## src/hdl/sds_pkg.sv

```systemverilog
// Shared types and constants for the SCAN disk scheduler.
`timescale 1ns / 1ps

package sds_pkg;

  localparam int CYL_W     = 16;  // cylinder field width
  localparam int DC_W      = 17;  // disk_cylinders register width
  localparam int SEEK_W    = 18;  // total seek width
  localparam int CFG_IDX_W = 4;   // configuration index width
  localparam int CFG_DAT_W = 17;  // widest register

  localparam logic [CFG_IDX_W-1:0] REG_DISK_CYL   = CFG_IDX_W'(0);
  localparam logic [CFG_IDX_W-1:0] REG_HEAD_START = CFG_IDX_W'(1);

  localparam logic KIND_MOVE  = 1'b0;
  localparam logic KIND_TOTAL = 1'b1;

  // What every cell of the row does in a cycle
  typedef enum logic [1:0] {
    CELL_HOLD,
    CELL_INSERT,  // sorted insert of the broadcast value
    CELL_SHIFT,   // take right neighbour (pop cell 0)
    CELL_ROTATE   // shift, top cell takes cell 0
  } cell_op_t;

  typedef struct packed {
    cell_op_t op;
    logic     valid;   // cell holds an entry
    logic     is_top;  // highest valid cell
  } cell_ctrl_t;

endpackage

```

## src/hdl/sds_req_if.sv

```systemverilog
// Request channel: one cylinder request per transfer.
`timescale 1ns / 1ps

interface sds_req_if import sds_pkg::*; ();
  logic             valid;
  logic             ready;
  logic [CYL_W-1:0] cylinder;
  logic             batch_end;

  modport source (output valid, output cylinder, output batch_end, input ready);
  modport sink   (input valid, input cylinder, input batch_end, output ready);
endinterface

```

## src/hdl/sds_rec_if.sv

```systemverilog
// Result channel: move records and the closing total record.
`timescale 1ns / 1ps

interface sds_rec_if import sds_pkg::*; ();
  logic              valid;
  logic              ready;
  logic              record_kind;
  logic [CYL_W-1:0]  from_cyl;
  logic [CYL_W-1:0]  to_cyl;
  logic [CYL_W-1:0]  distance;
  logic [SEEK_W-1:0] total_seek;
  logic              overflowed;
  logic              final_record;

  modport source (output valid, output record_kind, output from_cyl, output to_cyl,
                  output distance, output total_seek, output overflowed,
                  output final_record, input ready);
  modport sink   (input valid, input record_kind, input from_cyl, input to_cyl,
                  input distance, input total_seek, input overflowed,
                  input final_record, output ready);
endinterface

```

## src/hdl/sds_cell.sv

```systemverilog
// One cell of the sorted row: holds a single cylinder entry.
`timescale 1ns / 1ps

module sds_cell import sds_pkg::*; #(
  parameter int CW = 16
) (
  input  logic          clk,
  input  cell_ctrl_t    ctrl,
  input  logic [CW-1:0] din,
  input  logic [CW-1:0] left_val,
  input  logic          left_gt,
  input  logic [CW-1:0] right_val,
  input  logic [CW-1:0] wrap_val,
  output logic [CW-1:0] val,
  output logic          gt
);

  logic [CW-1:0] val_r;
  logic [CW-1:0] val_nxt;

  // empty cells count as greater so the new value lands at the first free slot
  assign gt  = !ctrl.valid || (val_r > din);
  assign val = val_r;

  always_comb begin
    val_nxt = val_r;
    case (ctrl.op)
      CELL_INSERT: begin
        if (gt) begin
          val_nxt = left_gt ? left_val : din;
        end
      end
      CELL_SHIFT:  val_nxt = right_val;
      CELL_ROTATE: val_nxt = ctrl.is_top ? wrap_val : right_val;
      default:     val_nxt = val_r;
    endcase
  end

  always_ff @(posedge clk) begin
    val_r <= val_nxt;
  end

endmodule

```

## src/hdl/sds_row.sv

```systemverilog
// Row of sorted cells with bottom and top read taps.
`timescale 1ns / 1ps

module sds_row import sds_pkg::*; #(
  parameter int N    = 16,
  parameter int CW   = 16,
  parameter int CNTW = 5,
  parameter int IDXW = 4
) (
  input  logic            clk,
  input  cell_op_t        op,
  input  logic [CW-1:0]   din,
  input  logic [CNTW-1:0] count,
  output logic [CW-1:0]   bot_val,
  output logic [CW-1:0]   top_val
);

  logic [CW-1:0] vals [N];
  logic          gts  [N];
  logic [IDXW-1:0] top_idx;

  for (genvar i = 0; i < N; i++) begin : g_cell
    cell_ctrl_t    ctrl;
    logic [CW-1:0] lv;
    logic          lg;
    logic [CW-1:0] rv;

    assign ctrl.op     = op;
    assign ctrl.valid  = CNTW'(i) < count;
    assign ctrl.is_top = CNTW'(i + 1) == count;

    if (i == 0) begin : g_first
      assign lv = din;
      assign lg = 1'b0;
    end else begin : g_mid
      assign lv = vals[i-1];
      assign lg = gts[i-1];
    end

    if (i == N - 1) begin : g_last
      assign rv = vals[i];
    end else begin : g_inner
      assign rv = vals[i+1];
    end

    sds_cell #(.CW(CW)) u_cell (
      .clk       (clk),
      .ctrl      (ctrl),
      .din       (din),
      .left_val  (lv),
      .left_gt   (lg),
      .right_val (rv),
      .wrap_val  (vals[0]),
      .val       (vals[i]),
      .gt        (gts[i])
    );
  end

  assign top_idx = IDXW'(count - CNTW'(1));
  assign bot_val = vals[0];
  assign top_val = vals[top_idx];

endmodule

```

## src/hdl/scan_disk_schedule_unit.sv

```systemverilog
// SCAN (elevator) disk scheduler: sorted request row and sweep sequencer.
//
// Use: requests arrive on in_req (valid/ready), one cylinder per request;
// the request flagged batch_end closes the batch. Requests are kept in a
// row of sorted cells; one is taken every cycle while loading. Requests
// above the last cylinder are clamped; past MAX_REQUESTS they are dropped
// and flagged on every record of the batch.
// After batch_end the block sweeps up from the head, visits the last
// cylinder, jumps back and sweeps down, giving one move record per cycle
// on out_rec while out_rec is not stalled, then one total record with the
// seek sum and final_record. Before the sweep the cell row rotates each
// request below the head to the back. No record is given while leaving
// the skip, the upward sweep or the downward sweep, nor in the
// last-cylinder state when the upward sweep already ends on the last
// cylinder.
// No new request is taken until the total record is in the output register.
// A stalled receiver freezes the sweep; the output register keeps its
// record. Reset empties the batch and sets disk_cylinders to 200 and
// head_start to 0; configuration (cfg_we/cfg_index/cfg_data) must be written
// only while idle; the block itself does not enforce this.
`timescale 1ns / 1ps

module scan_disk_schedule_unit import sds_pkg::*; #(
  parameter int MAX_REQUESTS = 16,
  parameter int CYL_BITS     = 16
) (
  input  logic                 clk,
  input  logic                 rst_n,
  sds_req_if.sink              in_req,
  sds_rec_if.source            out_rec,
  input  logic                 cfg_we,
  input  logic [CFG_IDX_W-1:0] cfg_index,
  input  logic [CFG_DAT_W-1:0] cfg_data
);

  // cell width: cylinder values never exceed 2^CYL_BITS - 1
  localparam int CW   = (CYL_BITS < CYL_W) ? CYL_BITS : CYL_W;
  localparam int CNTW = $clog2(MAX_REQUESTS + 1);
  localparam int IDXW = (MAX_REQUESTS > 1) ? $clog2(MAX_REQUESTS) : 1;
  localparam logic [DC_W-1:0] CYL_MAX_L = DC_W'((64'd1 << CW) - 64'd1);
  localparam logic [CNTW-1:0] CNT_FULL  = CNTW'(MAX_REQUESTS);

  localparam logic [2:0] ST_LOAD  = 3'd0;
  localparam logic [2:0] ST_SKIP  = 3'd1;  // rotate lower entries to the back
  localparam logic [2:0] ST_UP    = 3'd2;
  localparam logic [2:0] ST_LAST  = 3'd3;
  localparam logic [2:0] ST_DOWN  = 3'd4;
  localparam logic [2:0] ST_TOTAL = 3'd5;

  // configuration
  logic [DC_W-1:0]  disk_cyl_r;
  logic [CYL_W-1:0] head_start_r;

  // control
  logic [2:0]        state_r, state_nxt;
  logic [CNTW-1:0]   cnt_r, cnt_nxt;
  logic [CNTW-1:0]   lo_r, lo_nxt;
  logic [CW-1:0]     pos_r, pos_nxt;
  logic [SEEK_W-1:0] seek_r, seek_nxt;
  logic              drop_r, drop_nxt;

  // output register
  logic              out_valid_r;
  logic              out_kind_r;
  logic [CYL_W-1:0]  out_from_r;
  logic [CYL_W-1:0]  out_to_r;
  logic [CYL_W-1:0]  out_dist_r;
  logic [SEEK_W-1:0] out_total_r;
  logic              out_ovf_r;
  logic              out_final_r;

  logic [DC_W-1:0] last_raw, last_l;
  logic [CW-1:0]   last_c, head_c, req_c;
  logic [CW-1:0]   bot_val, top_val, bot_c, top_c;
  cell_op_t        row_op;
  logic            in_acc, can_load;
  logic            emit, emit_total;
  logic [CW-1:0]   em_from, em_to, em_dist;
  logic [SEEK_W:0] seek_sum;

  // last cylinder, saturated at the cylinder range
  assign last_raw = (disk_cyl_r == '0) ? '0 : disk_cyl_r - DC_W'(1);
  assign last_l   = (last_raw > CYL_MAX_L) ? CYL_MAX_L : last_raw;
  assign last_c   = last_l[CW-1:0];

  assign req_c  = ({1'b0, in_req.cylinder} > last_l) ? last_c : in_req.cylinder[CW-1:0];
  assign head_c = ({1'b0, head_start_r} > last_l) ? last_c : head_start_r[CW-1:0];
  // entries are clamped again on the way out (last may have moved mid batch)
  assign bot_c  = (bot_val > last_c) ? last_c : bot_val;
  assign top_c  = (top_val > last_c) ? last_c : top_val;

  assign in_req.ready = (state_r == ST_LOAD);
  assign in_acc       = in_req.valid && in_req.ready;
  assign can_load     = !out_valid_r || out_rec.ready;

  sds_row #(
    .N    (MAX_REQUESTS),
    .CW   (CW),
    .CNTW (CNTW),
    .IDXW (IDXW)
  ) u_row (
    .clk     (clk),
    .op      (row_op),
    .din     (req_c),
    .count   (cnt_r),
    .bot_val (bot_val),
    .top_val (top_val)
  );

  assign em_dist  = (em_from > em_to) ? em_from - em_to : em_to - em_from;
  assign seek_sum = {1'b0, seek_r} + (SEEK_W + 1)'(em_dist);

  always_comb begin
    state_nxt  = state_r;
    cnt_nxt    = cnt_r;
    lo_nxt     = lo_r;
    pos_nxt    = pos_r;
    drop_nxt   = drop_r;
    row_op     = CELL_HOLD;
    emit       = 1'b0;
    emit_total = 1'b0;
    em_from    = pos_r;
    em_to      = pos_r;
    case (state_r)
      ST_LOAD: begin
        if (in_acc) begin
          if (cnt_r != CNT_FULL) begin
            row_op  = CELL_INSERT;
            cnt_nxt = cnt_r + CNTW'(1);
          end else begin
            drop_nxt = 1'b1;
          end
          if (in_req.batch_end) begin
            state_nxt = ST_SKIP;
            lo_nxt    = '0;
          end
        end
      end
      ST_SKIP: begin
        if (lo_r != cnt_r && bot_c < head_c) begin
          row_op = CELL_ROTATE;
          lo_nxt = lo_r + CNTW'(1);
        end else begin
          state_nxt = ST_UP;
          pos_nxt   = head_c;
        end
      end
      ST_UP: begin
        if (cnt_r != lo_r) begin
          em_to = bot_c;
          if (can_load) begin
            emit    = 1'b1;
            row_op  = CELL_SHIFT;
            cnt_nxt = cnt_r - CNTW'(1);
            pos_nxt = bot_c;
          end
        end else begin
          state_nxt = ST_LAST;
        end
      end
      ST_LAST: begin
        if (pos_r != last_c) begin
          em_to = last_c;
          if (can_load) begin
            emit      = 1'b1;
            pos_nxt   = last_c;
            state_nxt = ST_DOWN;
          end
        end else begin
          state_nxt = ST_DOWN;
        end
      end
      ST_DOWN: begin
        if (cnt_r != '0) begin
          em_to = top_c;
          if (can_load) begin
            emit    = 1'b1;
            cnt_nxt = cnt_r - CNTW'(1);
            pos_nxt = top_c;
          end
        end else begin
          state_nxt = ST_TOTAL;
        end
      end
      ST_TOTAL: begin
        if (can_load) begin
          emit_total = 1'b1;
          drop_nxt   = 1'b0;
          state_nxt  = ST_LOAD;
        end
      end
      default: state_nxt = ST_LOAD;
    endcase
  end

  always_comb begin
    seek_nxt = seek_r;
    if (emit) begin
      seek_nxt = seek_sum[SEEK_W] ? {SEEK_W{1'b1}} : seek_sum[SEEK_W-1:0];
    end else if (emit_total) begin
      seek_nxt = '0;
    end
  end

  always_ff @(posedge clk) begin
    if (!rst_n) begin
      disk_cyl_r   <= DC_W'(200);
      head_start_r <= '0;
    end else if (cfg_we) begin
      case (cfg_index)
        REG_DISK_CYL:   disk_cyl_r   <= cfg_data[DC_W-1:0];
        REG_HEAD_START: head_start_r <= cfg_data[CYL_W-1:0];
        default:        ;
      endcase
    end
  end

  always_ff @(posedge clk) begin
    if (!rst_n) begin
      state_r     <= ST_LOAD;
      cnt_r       <= '0;
      lo_r        <= '0;
      seek_r      <= '0;
      drop_r      <= 1'b0;
      out_valid_r <= 1'b0;
    end else begin
      state_r <= state_nxt;
      cnt_r   <= cnt_nxt;
      lo_r    <= lo_nxt;
      seek_r  <= seek_nxt;
      drop_r  <= drop_nxt;
      if (can_load) begin
        out_valid_r <= emit || emit_total;
      end
    end
  end

  always_ff @(posedge clk) begin
    pos_r <= pos_nxt;
    if (emit) begin
      out_kind_r  <= KIND_MOVE;
      out_from_r  <= CYL_W'(em_from);
      out_to_r    <= CYL_W'(em_to);
      out_dist_r  <= CYL_W'(em_dist);
      out_total_r <= '0;
      out_ovf_r   <= drop_r;
      out_final_r <= 1'b0;
    end else if (emit_total) begin
      out_kind_r  <= KIND_TOTAL;
      out_from_r  <= '0;
      out_to_r    <= '0;
      out_dist_r  <= '0;
      out_total_r <= seek_r;
      out_ovf_r   <= drop_r;
      out_final_r <= 1'b1;
    end
  end

  assign out_rec.valid        = out_valid_r;
  assign out_rec.record_kind  = out_kind_r;
  assign out_rec.from_cyl     = out_from_r;
  assign out_rec.to_cyl       = out_to_r;
  assign out_rec.distance     = out_dist_r;
  assign out_rec.total_seek   = out_total_r;
  assign out_rec.overflowed   = out_ovf_r;
  assign out_rec.final_record = out_final_r;

  // row never holds more than its cells
  a_cnt_bound: assert property (@(posedge clk) disable iff (!rst_n)
    cnt_r <= CNT_FULL)
    else $error("entry count beyond row size");

  // request into a full row must raise the drop flag
  a_drop: assert property (@(posedge clk) disable iff (!rst_n)
    (in_acc && cnt_r == CNT_FULL) |=> drop_r)
    else $error("dropped request not flagged");

  // total record leaves the batch state empty and presents the final record
  a_total: assert property (@(posedge clk) disable iff (!rst_n)
    (state_r == ST_TOTAL && can_load) |=>
      (cnt_r == '0 && seek_r == '0 && !drop_r && out_valid_r && out_final_r))
    else $error("batch state not cleared after total record");

endmodule

```

## src/flat_wrapper.sv

```systemverilog
// flat-port wrapper written by rule: the top's interface ports become plain ports
module scan_disk_schedule_unit_flat import sds_pkg::*;
#(
  parameter int MAX_REQUESTS = 16,
  parameter int CYL_BITS     = 16
)
  (clk, rst_n, cfg_we, cfg_index, cfg_data, in_req_valid, in_req_cylinder, in_req_batch_end, in_req_ready, out_rec_valid, out_rec_record_kind, out_rec_from_cyl, out_rec_to_cyl, out_rec_distance, out_rec_total_seek, out_rec_overflowed, out_rec_final_record, out_rec_ready);
  sds_req_if in_req_i ();
  sds_rec_if out_rec_i ();
  input  logic clk;
  input  logic rst_n;
  input  logic cfg_we;
  input  logic [CFG_IDX_W-1:0] cfg_index;
  input  logic [CFG_DAT_W-1:0] cfg_data;
  input wire logic [$bits(in_req_i.valid)-1:0] in_req_valid;
  input wire logic [$bits(in_req_i.cylinder)-1:0] in_req_cylinder;
  input wire logic [$bits(in_req_i.batch_end)-1:0] in_req_batch_end;
  output wire logic [$bits(in_req_i.ready)-1:0] in_req_ready;
  output wire logic [$bits(out_rec_i.valid)-1:0] out_rec_valid;
  output wire logic [$bits(out_rec_i.record_kind)-1:0] out_rec_record_kind;
  output wire logic [$bits(out_rec_i.from_cyl)-1:0] out_rec_from_cyl;
  output wire logic [$bits(out_rec_i.to_cyl)-1:0] out_rec_to_cyl;
  output wire logic [$bits(out_rec_i.distance)-1:0] out_rec_distance;
  output wire logic [$bits(out_rec_i.total_seek)-1:0] out_rec_total_seek;
  output wire logic [$bits(out_rec_i.overflowed)-1:0] out_rec_overflowed;
  output wire logic [$bits(out_rec_i.final_record)-1:0] out_rec_final_record;
  input wire logic [$bits(out_rec_i.ready)-1:0] out_rec_ready;
  assign in_req_i.valid = in_req_valid;
  assign in_req_i.cylinder = in_req_cylinder;
  assign in_req_i.batch_end = in_req_batch_end;
  assign in_req_ready = in_req_i.ready;
  assign out_rec_valid = out_rec_i.valid;
  assign out_rec_record_kind = out_rec_i.record_kind;
  assign out_rec_from_cyl = out_rec_i.from_cyl;
  assign out_rec_to_cyl = out_rec_i.to_cyl;
  assign out_rec_distance = out_rec_i.distance;
  assign out_rec_total_seek = out_rec_i.total_seek;
  assign out_rec_overflowed = out_rec_i.overflowed;
  assign out_rec_final_record = out_rec_i.final_record;
  assign out_rec_i.ready = out_rec_ready;
  scan_disk_schedule_unit #(.MAX_REQUESTS(MAX_REQUESTS), .CYL_BITS(CYL_BITS)) u_core (.clk(clk), .rst_n(rst_n), .in_req(in_req_i), .out_rec(out_rec_i), .cfg_we(cfg_we), .cfg_index(cfg_index), .cfg_data(cfg_data));
endmodule
```

## config.mk

```make
export PLATFORM = sky130hd
export DESIGN_NAME = scan_disk_schedule_unit_flat
export DESIGN_NICKNAME = d
export VERILOG_FILES = /design/src/hdl/sds_pkg.sv /design/src/hdl/sds_req_if.sv /design/src/hdl/sds_rec_if.sv /design/src/hdl/sds_cell.sv /design/src/hdl/sds_row.sv /design/src/hdl/scan_disk_schedule_unit.sv /design/src/flat_wrapper.sv
export SDC_FILE = /design/constraint.sdc
export NUM_CORES = 2
export LEC_CHECK = 0
export BUFFER_PORTS_ARGS = -buffer_cell sky130_fd_sc_hd__buf_2
export CORE_MARGIN = 10
export CORE_UTILIZATION = 50
export DETAILED_ROUTE_END_ITERATION = 6
export PLACE_DENSITY = 0.68
export SYNTH_ARGS = -nofsm -noshare
export SYNTH_HDL_FRONTEND = slang
export SYNTH_SLANG_ARGS = --single-unit
```

## constraint.sdc

```tcl
create_clock -name clk -period 13.48 [get_ports clk]
set_clock_uncertainty 0.05 [all_clocks]
set_input_delay 2.022 -clock clk [delete_from_list [all_inputs] [get_ports clk]]
set_output_delay 2.022 -clock clk [all_outputs]
set_load 0.05 [all_outputs]
```

==> run metrics <==
Leak Pwr about 16 nW; min Tclk post-route between 10000 and 15000 ps; Max Fclk slightly above 80 MHz; gr usage total a little over a third; via count 33500; Worst path slowest cell dfxtp_4; worst skew pair latency between 600 and 700 ps; largest net degree at the start of global routing 200; fin util between 50% and 60%; max-slew violations 0; cts repair resizes 0; hold-critical path depth 2; Port Buffers approximately 110; RSZ-0062 raised after global routing false; antenna violations before repair 4; Crit path largest cell delay 950 ps; buffer and inverter count on the worst path 4; share of cells above drive strength 1 between 10% and 20%; vias in the first global route 31200; FFs w/ async S/R, synth 0%; syn avg cell area approximately 9.8 sq um; root buf cell clkbuf_16; Hold Path Class reg -> reg; H-tree depth 2; Worst Path Max Fanout 48; CTS tree done; hold_buf cts 0; Vias/cell approximately 7.3; Setup TNS 0 ps; CP Data Required Time 13950 ps; #FFs+latches synth between 400 and 500; # Max-Cap Violations 0; Synth Flop Type edfxtp_1; Slew headroom 11.6%; num ports around 110; GRT overflow 0; DR WL/cell 32.7 microns; crit path capture type flop; Setup Buffers After CTS 0; final period utilization about 90%; commonest non-fill, non-tap cell in the layout ha_1; Core Area 70000 sq um; R2R depth 38; DR iter-0 viols roughly 5400; DRT Pass-1 Iters 7; first-pass GRT wire length about 220 mm; pwr dens 320 nW/um^2; Worst VDD drop approximately 220 uV; RD Place Congestion 1.02; count of flip-flops with a built-in enable after synthesis between 300 and 400; clock-pin slew on the worst setup and hold paths around 60 ps; Worst Max-Slew Pin Slew roughly 1300 ps; clock tree sinks between 400 and 500; Worst EP arrival around 13000 ps; Synth cell types 94; Cell Rows between 90 and 100; most frequent cells in the layout ha_1 (383), edfxtp_1 (321), nand2_1 (247); Worst path depth 38; Final Hold Viols 0; register area share after synthesis between 30 and 40%; Net Count, Synth 4033; crit path kind reg -> reg; Tot Pwr around 0.012 W; Post-Syn Area roughly 35000 sq um; setup violators final 0; DP HPWL just over 100 mm; Clock Tree Buf Depth 3; number of remaining DRC errors 0; Routed Antenna Nets 0; Startpoint Class flop; Synth Instances roughly 3600; die height between 200 and 300 microns; DIE AREA 81500 sq um; Die X-Extent around 290 microns; CP top delay family compound AO/OA/AOI/OAI gates; synth warn 0; worst setup slack after layout about 1400 ps; P&R area growth vs syn 9.12%; Net count, final approximately 4000; final hold slack 403 ps; initial core utilization slightly above 50%; Routed WL approximately 150 mm; CTS Buf Count 49; dpl ws 1730 ps; status completed
## flip-flops by register name, summed over array words and instances (netlist names)
name                            flops
u_core.u_row.g_cell.u_cell.val    256
u_core.state_r                      3
u_core.lo_r                         5
u_core.head_start_r                16
u_core.em_from                     16
u_core.seek_r                      18
u_core.out_rec.to_cyl              16
u_core.out_rec.valid                1
u_core.out_rec.record_kind          1
u_core.cnt_r                        5
u_core.out_rec.overflowed           1
u_core.drop_r                       1
u_core.out_rec.distance            16
u_core.out_rec.from_cyl            16
u_core.out_rec.total_seek          18
u_core.disk_cyl_r                  17
## final timing paths
kind	start	endpoint	slack, ps
max reg2reg	u_core.cnt_r[0]$_SDFFE_PN0P_	u_core.seek_r[6]$_SDFFE_PN0P_	1420
min	u_core.out_rec.total_seek[2]$_SDFFE_PP0P_	u_core.out_rec.total_seek[2]$_SDFFE_PP0P_	400
max	u_core.cnt_r[0]$_SDFFE_PN0P_	u_core.seek_r[6]$_SDFFE_PN0P_	1420
min reg2reg	u_core.out_rec.total_seek[2]$_SDFFE_PP0P_	u_core.out_rec.total_seek[2]$_SDFFE_PP0P_	400
## stage by stage
stage	std cells	instance area, sq um
after global placement	4503	36900
after floorplan	3603	35300
after CTS	4592	38500
final	4595	38500
after global routing	4592	38500
after detailed placement	4503	36900
## per-layer routing
metal / vias to the layer above / part of all wire, % / GRT usage [%]
li1: 14200 / - / -
met1: 15900 / 36 / 44.1
met2: 2708 / 43 / 53.6
met3: 636 / 13 / 9.05
met4: 2 / 7.9 / 22.6
met5: - / 0.0087 / 0
## Yosys cell counts, drive strengths merged (8+ instances only)
| cell | number | share of area, % |
|---|---|---|
| nand4 | 67 | 1.2 |
| dfxtp | 85 | 4.8 |
| nand2 | 248 | 2.6 |
| o21a | 55 | 1.2 |
| nand2b | 20 | 0.35 |
| o221ai | 11 | 0.27 |
| a211oi | 19 | 0.40 |
| edfxtp | 321 | 27 |
| o31ai | 9 | 0.19 |
| mux2i | 241 | 6.8 |
| o211ai | 17 | 0.36 |
| mux4 | 77 | 4.9 |
| clkbuf | 182 | 1.9 |
| nor4 | 18 | 0.35 |
| ha | 384 | 14 |
| xnor2 | 36 | 0.92 |
| a31oi | 20 | 0.35 |
| or4 | 8 | 0.18 |
| o21ai | 149 | 2.1 |
| a21boi | 8 | 0.20 |
| o22ai | 21 | 0.37 |
| a21oi | 218 | 3.1 |
| and3 | 57 | 1.0 |
| nor2 | 222 | 2.4 |
| or3 | 15 | 0.27 |
| nand3 | 65 | 0.92 |
| o2111ai | 13 | 0.32 |
| xor2 | 14 | 0.35 |
| a21o | 81 | 1.7 |
| a221o | 224 | 6.4 |
| and2 | 39 | 0.69 |
| and4 | 10 | 0.25 |
| o22a | 8 | 0.20 |
| buf | 72 | 1.0 |
| nor3 | 210 | 3.0 |
| mux2 | 58 | 1.9 |
| nor2b | 35 | 0.62 |
| inv | 103 | 1.1 |
| a2111oi | 46 | 1.2 |
## kinds of logic (layout without fill, tap and decap cells)
logic type                 Yosys count  after routing  synth area share, %
adders and majority gates          392            392                 13.9
buffers and inverters              360            409                 4.07
and+or+nand+nor                   1040           1040                 14.5
xor gates and xnor gates            51             51                 1.33
AOI/OAI and AO/OA                  978            978                 20.4
muxes                              376            376                 13.6
DFF                                406            406                 32.2
other                                0              3                    0
## cell type report
cell class / count / area, sq um
clock inverter: 25 / 190
inverter: 106 / 398
timing repair buffer: 214 / 1350
tap: 940 / 1180
fill: 6273 / 31600
antenna: 3 / 7.51
sequential: 406 / 11300
multi-input combinational: 2837 / 22700
clock buffer: 64 / 1350
## worst min-delay path: cells and delay by family (launching register included)
kind	cells	cell delay, ps
simple gates	1	50
compound gates	1	50
flops	1	300
## power by group
part / internal [W] / leakage, nW / total (W) / switching (W)
clock network: 0.000743 / 0.746 / 0.00134 / 0.000593
registers: 0.00227 / 3.77 / 0.00321 / 0.000943
logic: 0.00313 / 11.3 / 0.00776 / 0.00462
total: 0.00614 / 15.9 / 0.0123 / 0.00616
Note: power is estimated with default switching activity, not from simulation.
